--- config.mk ---
export PLATFORM = sky130hd
export DESIGN_NAME = cau_final
export DESIGN_NICKNAME = d
export VERILOG_FILES = /design/src/hw/rtl/cau_pkg.sv /design/src/hw/rtl/cau_final.sv
export SDC_FILE = /design/constraint.sdc
export NUM_CORES = 1
export LEC_CHECK = 0
export ABC_AREA = 1
export BUFFER_PORTS_ARGS = -buffer_cell sky130_fd_sc_hd__buf_4
export CORE_AREA = 10 10 145 147
export DETAILED_ROUTE_END_ITERATION = 12
export DIE_AREA = 0 0 155 157
export PLACE_DENSITY = 0.86
export SLEW_MARGIN = 5
export SYNTH_ARGS = -nofsm -noshare
export SYNTH_HDL_FRONTEND = slang
export SYNTH_SLANG_ARGS = --single-unit
--- constraint.sdc ---
create_clock -name vclk -period 7.7
set_clock_uncertainty 0.05 [all_clocks]
set_input_delay 0.77 -clock vclk [all_inputs]
set_output_delay 0.77 -clock vclk [all_outputs]
set_load 0.05 [all_outputs]
--- src/hw/rtl/cau_pkg.sv ---
// Package for the complex arithmetic unit: beat types, stage types, widths and
// the shared saturation function. Depends on nothing.
package cau_pkg;

  // Fraction bits of the signed fixed-point format.
  localparam int FRAC_BITS = 16;
  // Quotient bits produced by the divider, one per step stage.
  localparam int QBITS = 32;
  // Width of a dividend scaled up by the fraction bits.
  localparam int NW = 64 + FRAC_BITS;

  typedef enum logic [2:0] {
    OP_ADD  = 3'd0,
    OP_SUB  = 3'd1,
    OP_MUL  = 3'd2,
    OP_DIV  = 3'd3,
    OP_CONJ = 3'd4,
    OP_NEG  = 3'd5,
    OP_MAG  = 3'd6
  } cau_op_e;

  typedef struct packed {
    logic [2:0]         kind;
    logic signed [31:0] a_re;
    logic signed [31:0] a_im;
    logic signed [31:0] b_re;
    logic signed [31:0] b_im;
  } cau_in_t;

  typedef struct packed {
    logic signed [31:0] res_re;
    logic signed [31:0] res_im;
    logic               zero_divisor;
    logic               saturated;
  } cau_out_t;

  // One lane of the divider: partial remainder, and the dividend bits still to
  // come shifting out at the top while quotient bits shift in at the bottom.
  typedef struct packed {
    logic [63:0]      rem;
    logic [QBITS-1:0] lowq;
    logic             neg;
    logic             big;
  } cau_dlane_t;

  typedef struct packed {
    cau_dlane_t  re;
    cau_dlane_t  im;
    logic [63:0] d;
    logic        is_div;
    logic        zd;
    logic [31:0] pre_re;
    logic [31:0] pre_im;
    logic        pre_sat;
  } cau_dstage_t;

  // Clamp a sign-magnitude value to the signed 32-bit range.
  // Returns the clamp flag above the 32-bit two's complement value.
  function automatic logic [32:0] sat32(input logic neg, input logic [64:0] m);
    logic [32:0] r;
    if (!neg) begin
      if (m > 65'h0_7FFF_FFFF) r = {1'b1, 32'h7FFF_FFFF};
      else                     r = {1'b0, m[31:0]};
    end else begin
      if (m > 65'h0_8000_0000) r = {1'b1, 32'h8000_0000};
      else                     r = {1'b0, 32'h0 - m[31:0]};
    end
    return r;
  endfunction

endpackage

--- src/hw/rtl/cau_final.sv ---
// Result formation of the complex arithmetic unit: quotient rounding,
// saturation and the choice between quotient and early result. Uses cau_pkg.
module cau_final (
  input  cau_pkg::cau_dstage_t data_i,
  output cau_pkg::cau_out_t    res_o
);
  import cau_pkg::*;

  // Round half away from zero on the magnitude, then clamp.
  function automatic logic [32:0] finish(input cau_dlane_t l, input logic [63:0] d);
    logic [32:0] qr;
    logic        up;
    logic [64:0] m;
    up = {l.rem, 1'b0} >= {1'b0, d};
    qr = {1'b0, l.lowq} + 33'(up);
    m  = l.big ? 65'h2_0000_0000 : 65'(qr);
    return sat32(l.neg, m);
  endfunction

  always_comb begin
    logic [32:0] q_re, q_im;
    q_re = finish(data_i.re, data_i.d);
    q_im = finish(data_i.im, data_i.d);
    if (data_i.zd) begin
      res_o.res_re       = '0;
      res_o.res_im       = '0;
      res_o.zero_divisor = 1'b1;
      res_o.saturated    = 1'b0;
    end else if (data_i.is_div) begin
      res_o.res_re       = q_re[31:0];
      res_o.res_im       = q_im[31:0];
      res_o.zero_divisor = 1'b0;
      res_o.saturated    = q_re[32] | q_im[32];
    end else begin
      res_o.res_re       = data_i.pre_re;
      res_o.res_im       = data_i.pre_im;
      res_o.zero_divisor = 1'b0;
      res_o.saturated    = data_i.pre_sat;
    end
  end

endmodule

==> out/qor.log <==
[route] total via count in the routed design 12.5k
[placed_design] placer congestion estimate 1.06
[global_route] met3 layer usage reported by global route 6.06%
[floorplan] Die Height 157 um
[clock_tree] number of instances resized during post-cts repair 0
[route] routed wire length per instance 17.8 um
[worst_hold_path] type of the worst min-delay path input port to output port
[power] combinational share of power 100.0%
[power] power spent charging and discharging nets 0.000436 W
[placed_design] quantity of I/O buffers inserted on ports 393
[placed_design] number of instances in the placed design 2,229
[power] switching power share of the total 61.4%
[floorplan] CORE AREA 0.0183 mm2
[timing] relative slew slack 39.3%
[floorplan] number of ports placed on the die boundary 393
[timing] worst slew pin tran 908 ps
[cells_and_area] number of cells in the finished layout apart from fillers 2,230
[setup_path] crit path launch type input port
[route] residual antenna-violating net count after detailed routing 0
[power] Internal Dissipation 0.000274 W
[timing] hold violation total from the final report 0
[cells_and_area] core occupancy in the finished layout 64.3%
[timing] upper clock frequency limit 0.154 GHz
[global_route] grt met2 use 53.3%
[route] 1st-iter DRT viols 1,045
[timing] Final min period 6470 ps
[global_route] antenna violations before repair 1
[route] TritonRoute pass-1 iters 7
[yosys] synthesized instance count 1,643
[flow_run] reported max-cap violation count 0
[cells_and_area] area added between synthesis and finish 34.5%
[yosys] average size of a mapped cell 5.33 um2
[cells_and_area] number of fill cells 1,767
[yosys] mapped cell area 0.00876 mm2
[yosys] proportion of synthesized chip area in sequential cells 0%
[run_status] status completed
[cells_and_area] multi-input combinational cell area 0.00763 mm2
[global_route] M1 GR Usage 34.4%
[timing] total of endpoints with negative setup slack in the final report 0
[cells_and_area] number of flip-flops and latches 0
[floorplan] Core Rows 50
[timing] unrepaired setup endpoints after global routing false
[yosys] Mapped Nets 2,105
[clock_tree] Post-CTS Hold Fix Bufs 0
[power] relative contribution of sequential cells to total power 0%
[power] leak pwr 6.58 nW
[power] Worst VDD drop 0.0585 mV
[setup_path] top fanout value on the critical path 26
[global_route] Congestion Overflow GR 0
[cells_and_area] sequential standard cell area 0 um2
[cells_and_area] number of clock buffers in the layout 0
[yosys] Syn. warnings 0
[yosys] top cells by instance count after synthesis nand2_1, inv_1, nor2_1, a21oi_1, nand3_1
[setup_path] worst setup path category input port to output port
[timing] final sum of negative setup slack 0 ps
[yosys] cells taking the most area after synthesis ha_1, nand2_1, inv_1
[floorplan] Die Wd 155 um
[cells_and_area] share of cells above drive strength 1 24.6%
[setup_path] Arrival @ worst endpoint 5650 ps
[global_route] pin count of the biggest net entering global routing 71
[route] wirelength, routed 39.7 mm
[global_route] global routing's busiest layer met2
[floorplan] effective utilization at floorplan 47.8%
[global_route] total routing resource utilization after global routing 29.9%
[cells_and_area] Non-Filler Cell Area, Final 0.0118 mm2
[placed_design] standard cell area after detailed placement 0.0118 mm2
[cells_and_area] number of nets in the final layout 2,459
[setup_path] worst endpoint required time 6880 ps
[yosys] fraction of synthesized cell area taken by the top area cell type 19.3%
[floorplan] die area 0.0243 mm2
[route] detail-routed via count per cell 5.59
[global_route] global-route wire length before repair 60.1 mm
[power] Clk pwr share 0%
[setup_path] critical path capture point type output port
[yosys] most common cell in the synthesized netlist nand2_1
[yosys] Yosys cell types 39
[route] number of remaining DRC errors 0
[timing] period utilization 84.1%
[clock_tree] number of buffers inserted by post-CTS setup repair 0
[timing] final slew viol count 0
[global_route] number of global-route vias before repair 11.7k
[placed_design] detailed-placement wirelength estimate 34.8 mm
[yosys] library cell with the largest summed area after synthesis ha_1
[power] power density over cell area 60.2 mW/mm2
## cell usage in the layout, fill, tap and decap left out
| master | n |
|---|---|
| a2111oi_0 | 4 |
| a211oi_1 | 5 |
| a21o_1 | 1 |
| a21oi_1 | 156 |
| a31oi_1 | 3 |
| a41oi_1 | 1 |
| and2_1 | 2 |
| buf_4 | 394 |
| diode_2 | 1 |
| ha_1 | 135 |
| inv_1 | 232 |
| inv_2 | 9 |
| nand2_1 | 401 |
| nand2_2 | 12 |
| nand2_4 | 4 |
| nand3_1 | 146 |
| nand3_2 | 24 |
| nand3b_1 | 8 |
| nand4_1 | 64 |
| nor2_1 | 195 |
| nor2_2 | 27 |
| nor2_4 | 7 |
| nor2_8 | 3 |
| nor3_1 | 5 |
| nor3_2 | 1 |
| nor4_1 | 5 |
| o211ai_2 | 1 |
| o21ai_0 | 112 |
| o21bai_1 | 11 |
| o221a_2 | 1 |
| o31ai_1 | 1 |
| or2_2 | 7 |
| xnor2_1 | 3 |
| xor2_1 | 15 |
## stage by stage
stage | total power (W) | hold WS (ps) | worst slack (ps)
2_1_floorplan | 0.000414 | 1660 | 2170
3_3_place_gp | 0.000688 | 1760 | 1460
3_5_place_dp | 0.000697 | 1760 | 1320
4_1_cts | 0.000700 | 1760 | 1310
5_1_grt | 0.000773 | 1770 | 635
6_report | 0.000710 | 1760 | 1230
## area by class of cell
class | instances | share of cell area [%]
Timing Repair Buffer | 394 | 25.1
Inverter | 241 | 7.68
Tap cell | 234 | 2.48
Multi-Input combinational cell | 1360 | 64.7
Antenna cell | 1 | 0.0212
## worst max-delay path: stages
cell,delay [ps]
buf_4,80
inv_1,50
ha_1,280
inv_1,50
nor2_1,80
nand3_1,100
nor3_1,160
inv_1,90
nor2_1,160
inv_1,60
nor4_1,330
nand4_1,140
nand3_1,140
ha_1,220
ha_1,260
nand2_1,110
nor2_2,190
nand2_1,110
nor2_1,180
a41oi_1,280
nand2_1,250
nand2_1,70
nand2_1,690
inv_1,260
o21ai_0,140
nor2_1,90
nor2_1,90
buf_4,200
## final timing paths
| kind | startpoint | to | slack, ps | depth (start not counted) |
|---|---|---|---|---|
| min | data_i[65] | res_o[1] | 1760 | 2 |
| max | data_i[130] | res_o[32] | 1230 | 28 |
## power groups by stage
stage,logic [W],clock network (W),registers (W)
3_5_place_dp,0.000697,0,0
6_report,0.000710,0.0000000000174,0
2_1_floorplan,0.000414,0,0
5_1_grt,0.000773,0.0000000000174,0
3_3_place_gp,0.000688,0,0
4_1_cts,0.000700,0,0
## per-layer routing
metal	routed length (um)	share of wire [%]
met1	15000	38
met4	1820	4.6
met5	0	0
met3	3800	9.6
met2	19100	48
## cell families (layout without fill, tap and decap cells)
kind of cell    Yosys count  in the layout  share of synthesized area [%]
simple gates            911            911                           48.2
xor+xnor                 18             18                           1.80
fa+ha+maj               135            135                           19.3
other cells               0              1                              0
buf+inv                 283            635                           12.9
compound gates          296            296                           17.8
Note: power is estimated with default switching activity, not from simulation.
