--- src/hw/rtl/cau_pkg.sv ---
// Package for the complex arithmetic unit: beat types, stage types, widths and
// the shared saturation function. Depends on nothing.
package cau_pkg;

  // Fraction bits of the signed fixed-point format.
  localparam int FRAC_BITS = 16;
  // Quotient bits produced by the divider, one per step stage.
  localparam int QBITS = 32;
  // Width of a dividend scaled up by the fraction bits.
  localparam int NW = 64 + FRAC_BITS;

  typedef enum logic [2:0] {
    OP_ADD  = 3'd0,
    OP_SUB  = 3'd1,
    OP_MUL  = 3'd2,
    OP_DIV  = 3'd3,
    OP_CONJ = 3'd4,
    OP_NEG  = 3'd5,
    OP_MAG  = 3'd6
  } cau_op_e;

  typedef struct packed {
    logic [2:0]         kind;
    logic signed [31:0] a_re;
    logic signed [31:0] a_im;
    logic signed [31:0] b_re;
    logic signed [31:0] b_im;
  } cau_in_t;

  typedef struct packed {
    logic signed [31:0] res_re;
    logic signed [31:0] res_im;
    logic               zero_divisor;
    logic               saturated;
  } cau_out_t;

  // One lane of the divider: partial remainder, and the dividend bits still to
  // come shifting out at the top while quotient bits shift in at the bottom.
  typedef struct packed {
    logic [63:0]      rem;
    logic [QBITS-1:0] lowq;
    logic             neg;
    logic             big;
  } cau_dlane_t;

  typedef struct packed {
    cau_dlane_t  re;
    cau_dlane_t  im;
    logic [63:0] d;
    logic        is_div;
    logic        zd;
    logic [31:0] pre_re;
    logic [31:0] pre_im;
    logic        pre_sat;
  } cau_dstage_t;

  // Clamp a sign-magnitude value to the signed 32-bit range.
  // Returns the clamp flag above the 32-bit two's complement value.
  function automatic logic [32:0] sat32(input logic neg, input logic [64:0] m);
    logic [32:0] r;
    if (!neg) begin
      if (m > 65'h0_7FFF_FFFF) r = {1'b1, 32'h7FFF_FFFF};
      else                     r = {1'b0, m[31:0]};
    end else begin
      if (m > 65'h0_8000_0000) r = {1'b1, 32'h8000_0000};
      else                     r = {1'b0, 32'h0 - m[31:0]};
    end
    return r;
  endfunction

endpackage

--- src/hw/rtl/cau_div_step.sv ---
// One restoring-division stage of the complex arithmetic unit, both lanes
// side by side, one quotient bit each. Uses cau_pkg.
module cau_div_step (
  input  logic                 clk_i,
  input  logic                 rst_ni,
  input  logic                 en_i,
  input  logic                 valid_i,
  input  cau_pkg::cau_dstage_t data_i,
  output logic                 valid_o,
  output cau_pkg::cau_dstage_t data_o
);
  import cau_pkg::*;

  function automatic cau_dlane_t step(input cau_dlane_t l, input logic [63:0] d);
    cau_dlane_t  r;
    logic [64:0] t, diff;
    logic        ge;
    t      = {l.rem, l.lowq[QBITS-1]};
    diff   = t - {1'b0, d};
    ge     = t >= {1'b0, d};
    r      = l;
    r.rem  = ge ? diff[63:0] : t[63:0];
    r.lowq = {l.lowq[QBITS-2:0], ge};
    return r;
  endfunction

  cau_dstage_t data_d, data_q;
  logic        valid_q;

  always_comb begin
    data_d    = data_i;
    data_d.re = step(data_i.re, data_i.d);
    data_d.im = step(data_i.im, data_i.d);
  end

  always_ff @(posedge clk_i or negedge rst_ni) begin
    if (!rst_ni) begin
      valid_q <= 1'b0;
    end else if (en_i) begin
      valid_q <= valid_i;
    end
  end

  always_ff @(posedge clk_i) begin
    if (en_i) begin
      data_q <= data_d;
    end
  end

  assign valid_o = valid_q;
  assign data_o  = data_q;

endmodule

--- config.mk ---
export PLATFORM = sky130hd
export DESIGN_NAME = cau_div_step
export DESIGN_NICKNAME = d
export VERILOG_FILES = /design/src/hw/rtl/cau_pkg.sv /design/src/hw/rtl/cau_div_step.sv
export SDC_FILE = /design/constraint.sdc
export NUM_CORES = 1
export LEC_CHECK = 0
export BUFFER_PORTS_ARGS = -buffer_cell sky130_fd_sc_hd__buf_4
export CAP_MARGIN = 0
export CORE_AREA = 2 2 258 260
export CTS_BUF_LIST = sky130_fd_sc_hd__clkbuf_16
export DETAILED_ROUTE_END_ITERATION = 6
export DIE_AREA = 0 0 260 262
export HOLD_SLACK_MARGIN = 0.05
export PLACE_DENSITY = 0.61
export SLEW_MARGIN = 10
export SYNTH_ARGS = -nofsm -noshare
export SYNTH_HDL_FRONTEND = slang
export SYNTH_SLANG_ARGS = --single-unit
--- constraint.sdc ---
create_clock -name clk_i -period 0.9 [get_ports clk_i]
set_input_delay 0.135 -clock clk_i [delete_from_list [all_inputs] [get_ports clk_i]]
set_output_delay 0.135 -clock clk_i [all_outputs]
set_load 0.02 [all_outputs]
==> out/qor.yml <==
clkPwrFrac_pct: 28.7
crit_type: "primary input to flip-flop"
p_per_area_mw_per_mm2: 1600
required_ns: 1.21
hold_path.class: "primary input to flip-flop"
portBuffers: 658
multi_input_area_mm2: 0.0103
power.switching_mw: 19.7
yosysMostFrequentCell: "edfxtp_1"
fp.dieW_um: 260
reg2reg_slack_ns: -0.01
synth_nets: 2323
seq_area_mm2: 0.00984
wl_mm: 99.0
slew_headroom_pct: 63.3
drc_errors: 0
endpoint: "data_o[220]"
critPathTopFamily: "compound AO/OA/AOI/OAI gates"
synth.top_cells.by_count: "edfxtp_1 (327), a21oi_1 (205), nand2_1 (175)"
dp_hpwl_mm: 72.3
synthToLayoutAreaGrowth_pct: 99.4
cts_tree: "yes"
drt_iter0_drc: 1514
dpl_worst_slack_ns: -2.82
dieArea_mm2: 0.0681
num_rows: 94
rsz0062_at_grt: "true"
nNetsFinal: 3940
initial_core_util_pct: 29.6
period_needed_ns: 2.75
crit_path_end_kind: "flip-flop"
cpPeakStageDelay_ns: 0.24
skew_ns: 0
setup_viol: 459
postSynthAreaPerCell_um2: 10.4
status: "finished with violations"
arrival_ns: 3.05
max_freq_mhz: 364
crit_fanout: 9
nFillCells: 5256
synth_edf_count: 327
cts_buffer_depth: 3
intPower_mw: 42.1
placeableCoreArea_mm2: 0.0653
cts.htree.levels: 2
synth_warnings: 0
syn-instance-count: 1862
drive_gt1_share_pct: 48.9
ys_ff_latch: 328
place_area_mm2: 0.0303
violations: "negative setup slack"
wl_per_cell_um: 22.6
worstReg2RegStart: "valid_o"
netlist_area_mm2: 0.0194
gp_congestion: 0.959
ios: 659
first_pass_iters: 5
comb_power_share_pct: 38.8
synth_async_sr_flop_share_pct: 0.305
grt_max_degree: 28
seq_area_frac_synth_pct: 50.9
seqPwrFrac_pct: 32.5
via_per_inst: 4.95
ant_nets: 0
swShare_pct: 31.9
p_leak_nw: 16.8
cts.clk_slew.worst_paths_ns: 0.06
ys_types: 77
path_depth: 18
worst_pin_slew_ns: 0.550
ir_drop_mv: 1.28
dieHeight_um: 262
rr_endpoint: "valid_o"
design_area_mm2: 0.0386
yosys-top-cells-area: "edfxtp_1 (51%), ha_1 (8.3%), a21oi_1 (5.3%)"
cp.buffers_inverters: 8
insertion_delay_ns: 0.57
grt_pass1_wl_mm: 140
cts_buffers: 41
cts_root_buf: "clkbuf_16"
finalWorstSetupSlack_ns: -1.85
maxCapViolCount: 0
antenna_found_initial: 10
fin_total_pwr_mw: 61.8
synthFlopType: "edfxtp_1"
crit_slowest_cell: "ha_4"
vias: 21700
synth.largest_area_cell: "edfxtp_1"
clock-sinks: 328
dp.cells: 3906
reg2regPathDepth: 2
fin_crit_sh_pct: 305
slew_violations: 0
path_cells: "buf_4, inv_2, ha_4, a21o_1, a21oi_1, nor2b_1, a311oi_2, buf_4, a31oi_4, buf_6, a41o_4, a41o_1, a31oi_4, buf_12, buf_12, clkbuf_16, buf_6, o21ai_1"
crit_start: "data_i[83]"
grt_overflow: 0
hold_viol_final: 0
grt_use_total_pct: 27.4
crit_path_start_kind: "primary input"
layoutNonFillerInstCount: 4379
grt_pass1_vias: 22700
yosys.area.top_type_share_pct: 50.7
[what timing repair did]
action,CTS,global route
buffers inserted,36,21
hold endpoints to repair,340,6
pin swaps,53,36
setup endpoints to repair,458,473
resized for setup,579,136
hold buffers,334,1
gates cloned,14,7
[kinds of logic (layout without fill, tap and decap cells)]
group / count (synthesis) / after routing / synth area share (%)
adder cells (fa/ha/maj): 130 / 130 / 8.48
AND/OR/NAND/NOR: 508 / 508 / 12.2
AO/OA/AOI/OAI: 563 / 563 / 17.7
other: 0 / 4 / 0
buffers and inverters: 196 / 1845 / 4.30
XOR/XNOR: 119 / 119 / 5.39
multiplexers: 18 / 18 / 1.03
flip-flops: 328 / 328 / 50.9
[area by class of cell]
cell class,count,area share [%]
sequential,328,25.5
timing repair buffer,1667,40.1
multi-input combinational,1338,26.8
antenna,4,0.0259
clock buffer,42,2.72
inverter,103,1.08
tap,864,2.80
clock inverter,33,0.999
[registers in the layout (all words and copies together), names as in the netlist]
signal and flops:
valid_o 1, data_o 327
[worst register-to-register path, cell delays in order, from the launching register on]
cell	delay [ns]
dfrtp_1	0.40
buf_6	0.12
mux2_4	0.27
[power groups by stage]
stage | clock network [mW] | registers [mW] | logic, mW
4_1_cts | 17.9 | 20.0 | 23.1
3_5_place_dp | 0 | 20.0 | 18.6
3_3_place_gp | 0 | 20.0 | 18.5
6_report | 17.7 | 20.1 | 24.0
2_1_floorplan | 0 | 22.0 | 6.65
5_1_grt | 18.6 | 20.2 | 25.3
[how the worst min path moves through the flow]
stage | from | to | depth (start not counted)
2_1_floorplan | rst_ni | valid_o | 0
3_3_place_gp | rst_ni | valid_o | 1
3_5_place_dp | rst_ni | valid_o | 1
4_1_cts | data_i[318] | data_o[319] | 4
5_1_grt | en_i | data_o[158] | 2
6_report | en_i | data_o[158] | 2
[stage by stage]
stage	utilization, %	hold WS, ns	setup TNS [ns]
2_1_floorplan	-	-0.161	-216.66
3_3_place_gp	46.4	-0.0891	-359.64
3_5_place_dp	46.4	-0.0867	-363.29
4_1_cts	58.3	0.0528	-340.05
5_1_grt	59.1	0.0570	-362.35
6_report	59.1	0.0751	-338.76
[placed cells by master (no fill, tap or decap), types with 9 or more instances in the layout]
| cell | synthesis | routed |
|---|---|---|
| a21o_1 | 53 | 52 |
| a31oi_1 | 17 | 14 |
| xor2_1 | 49 | 48 |
| o21ai_0 | 125 | 79 |
| nand4_1 | 49 | 49 |
| buf_8 | 0 | 21 |
| buf_12 | 0 | 31 |
| buf_6 | 7 | 347 |
| o21a_1 | 13 | 13 |
| nor2_4 | 0 | 19 |
| inv_1 | 103 | 78 |
| a21oi_2 | 1 | 70 |
| inv_2 | 0 | 21 |
| nand2b_1 | 10 | 9 |
| and2_1 | 19 | 16 |
| o31ai_1 | 11 | 10 |
| a21oi_1 | 205 | 126 |
| o21ai_2 | 0 | 35 |
| o21ai_1 | 30 | 40 |
| mux2_4 | 0 | 16 |
| o21bai_1 | 21 | 20 |
| dlygate4sd3_1 | 0 | 331 |
| nor2_1 | 129 | 95 |
| nor3_1 | 33 | 27 |
| ha_4 | 0 | 38 |
| nand2_1 | 175 | 170 |
| nand3_1 | 33 | 33 |
| o211ai_1 | 11 | 11 |
| nor2_2 | 0 | 15 |
| clkbuf_16 | 0 | 49 |
| a21oi_4 | 0 | 10 |
| edfxtp_1 | 327 | 327 |
| xnor2_1 | 70 | 69 |
| ha_1 | 128 | 83 |
| buf_4 | 5 | 921 |
| and3_1 | 14 | 11 |
[per-layer routing]
layer,up-vias,part of all wire (%),wire length (um),GRT usage [%]
met3,214,6.2,6180,5.10
li1,10200,-,-,-
met4,12,4.4,4380,11.6
met1,10500,38,37600,31.1
met2,824,51,50700,50.0
met5,-,0.081,80,0
(Power assumes the default switching activity.)
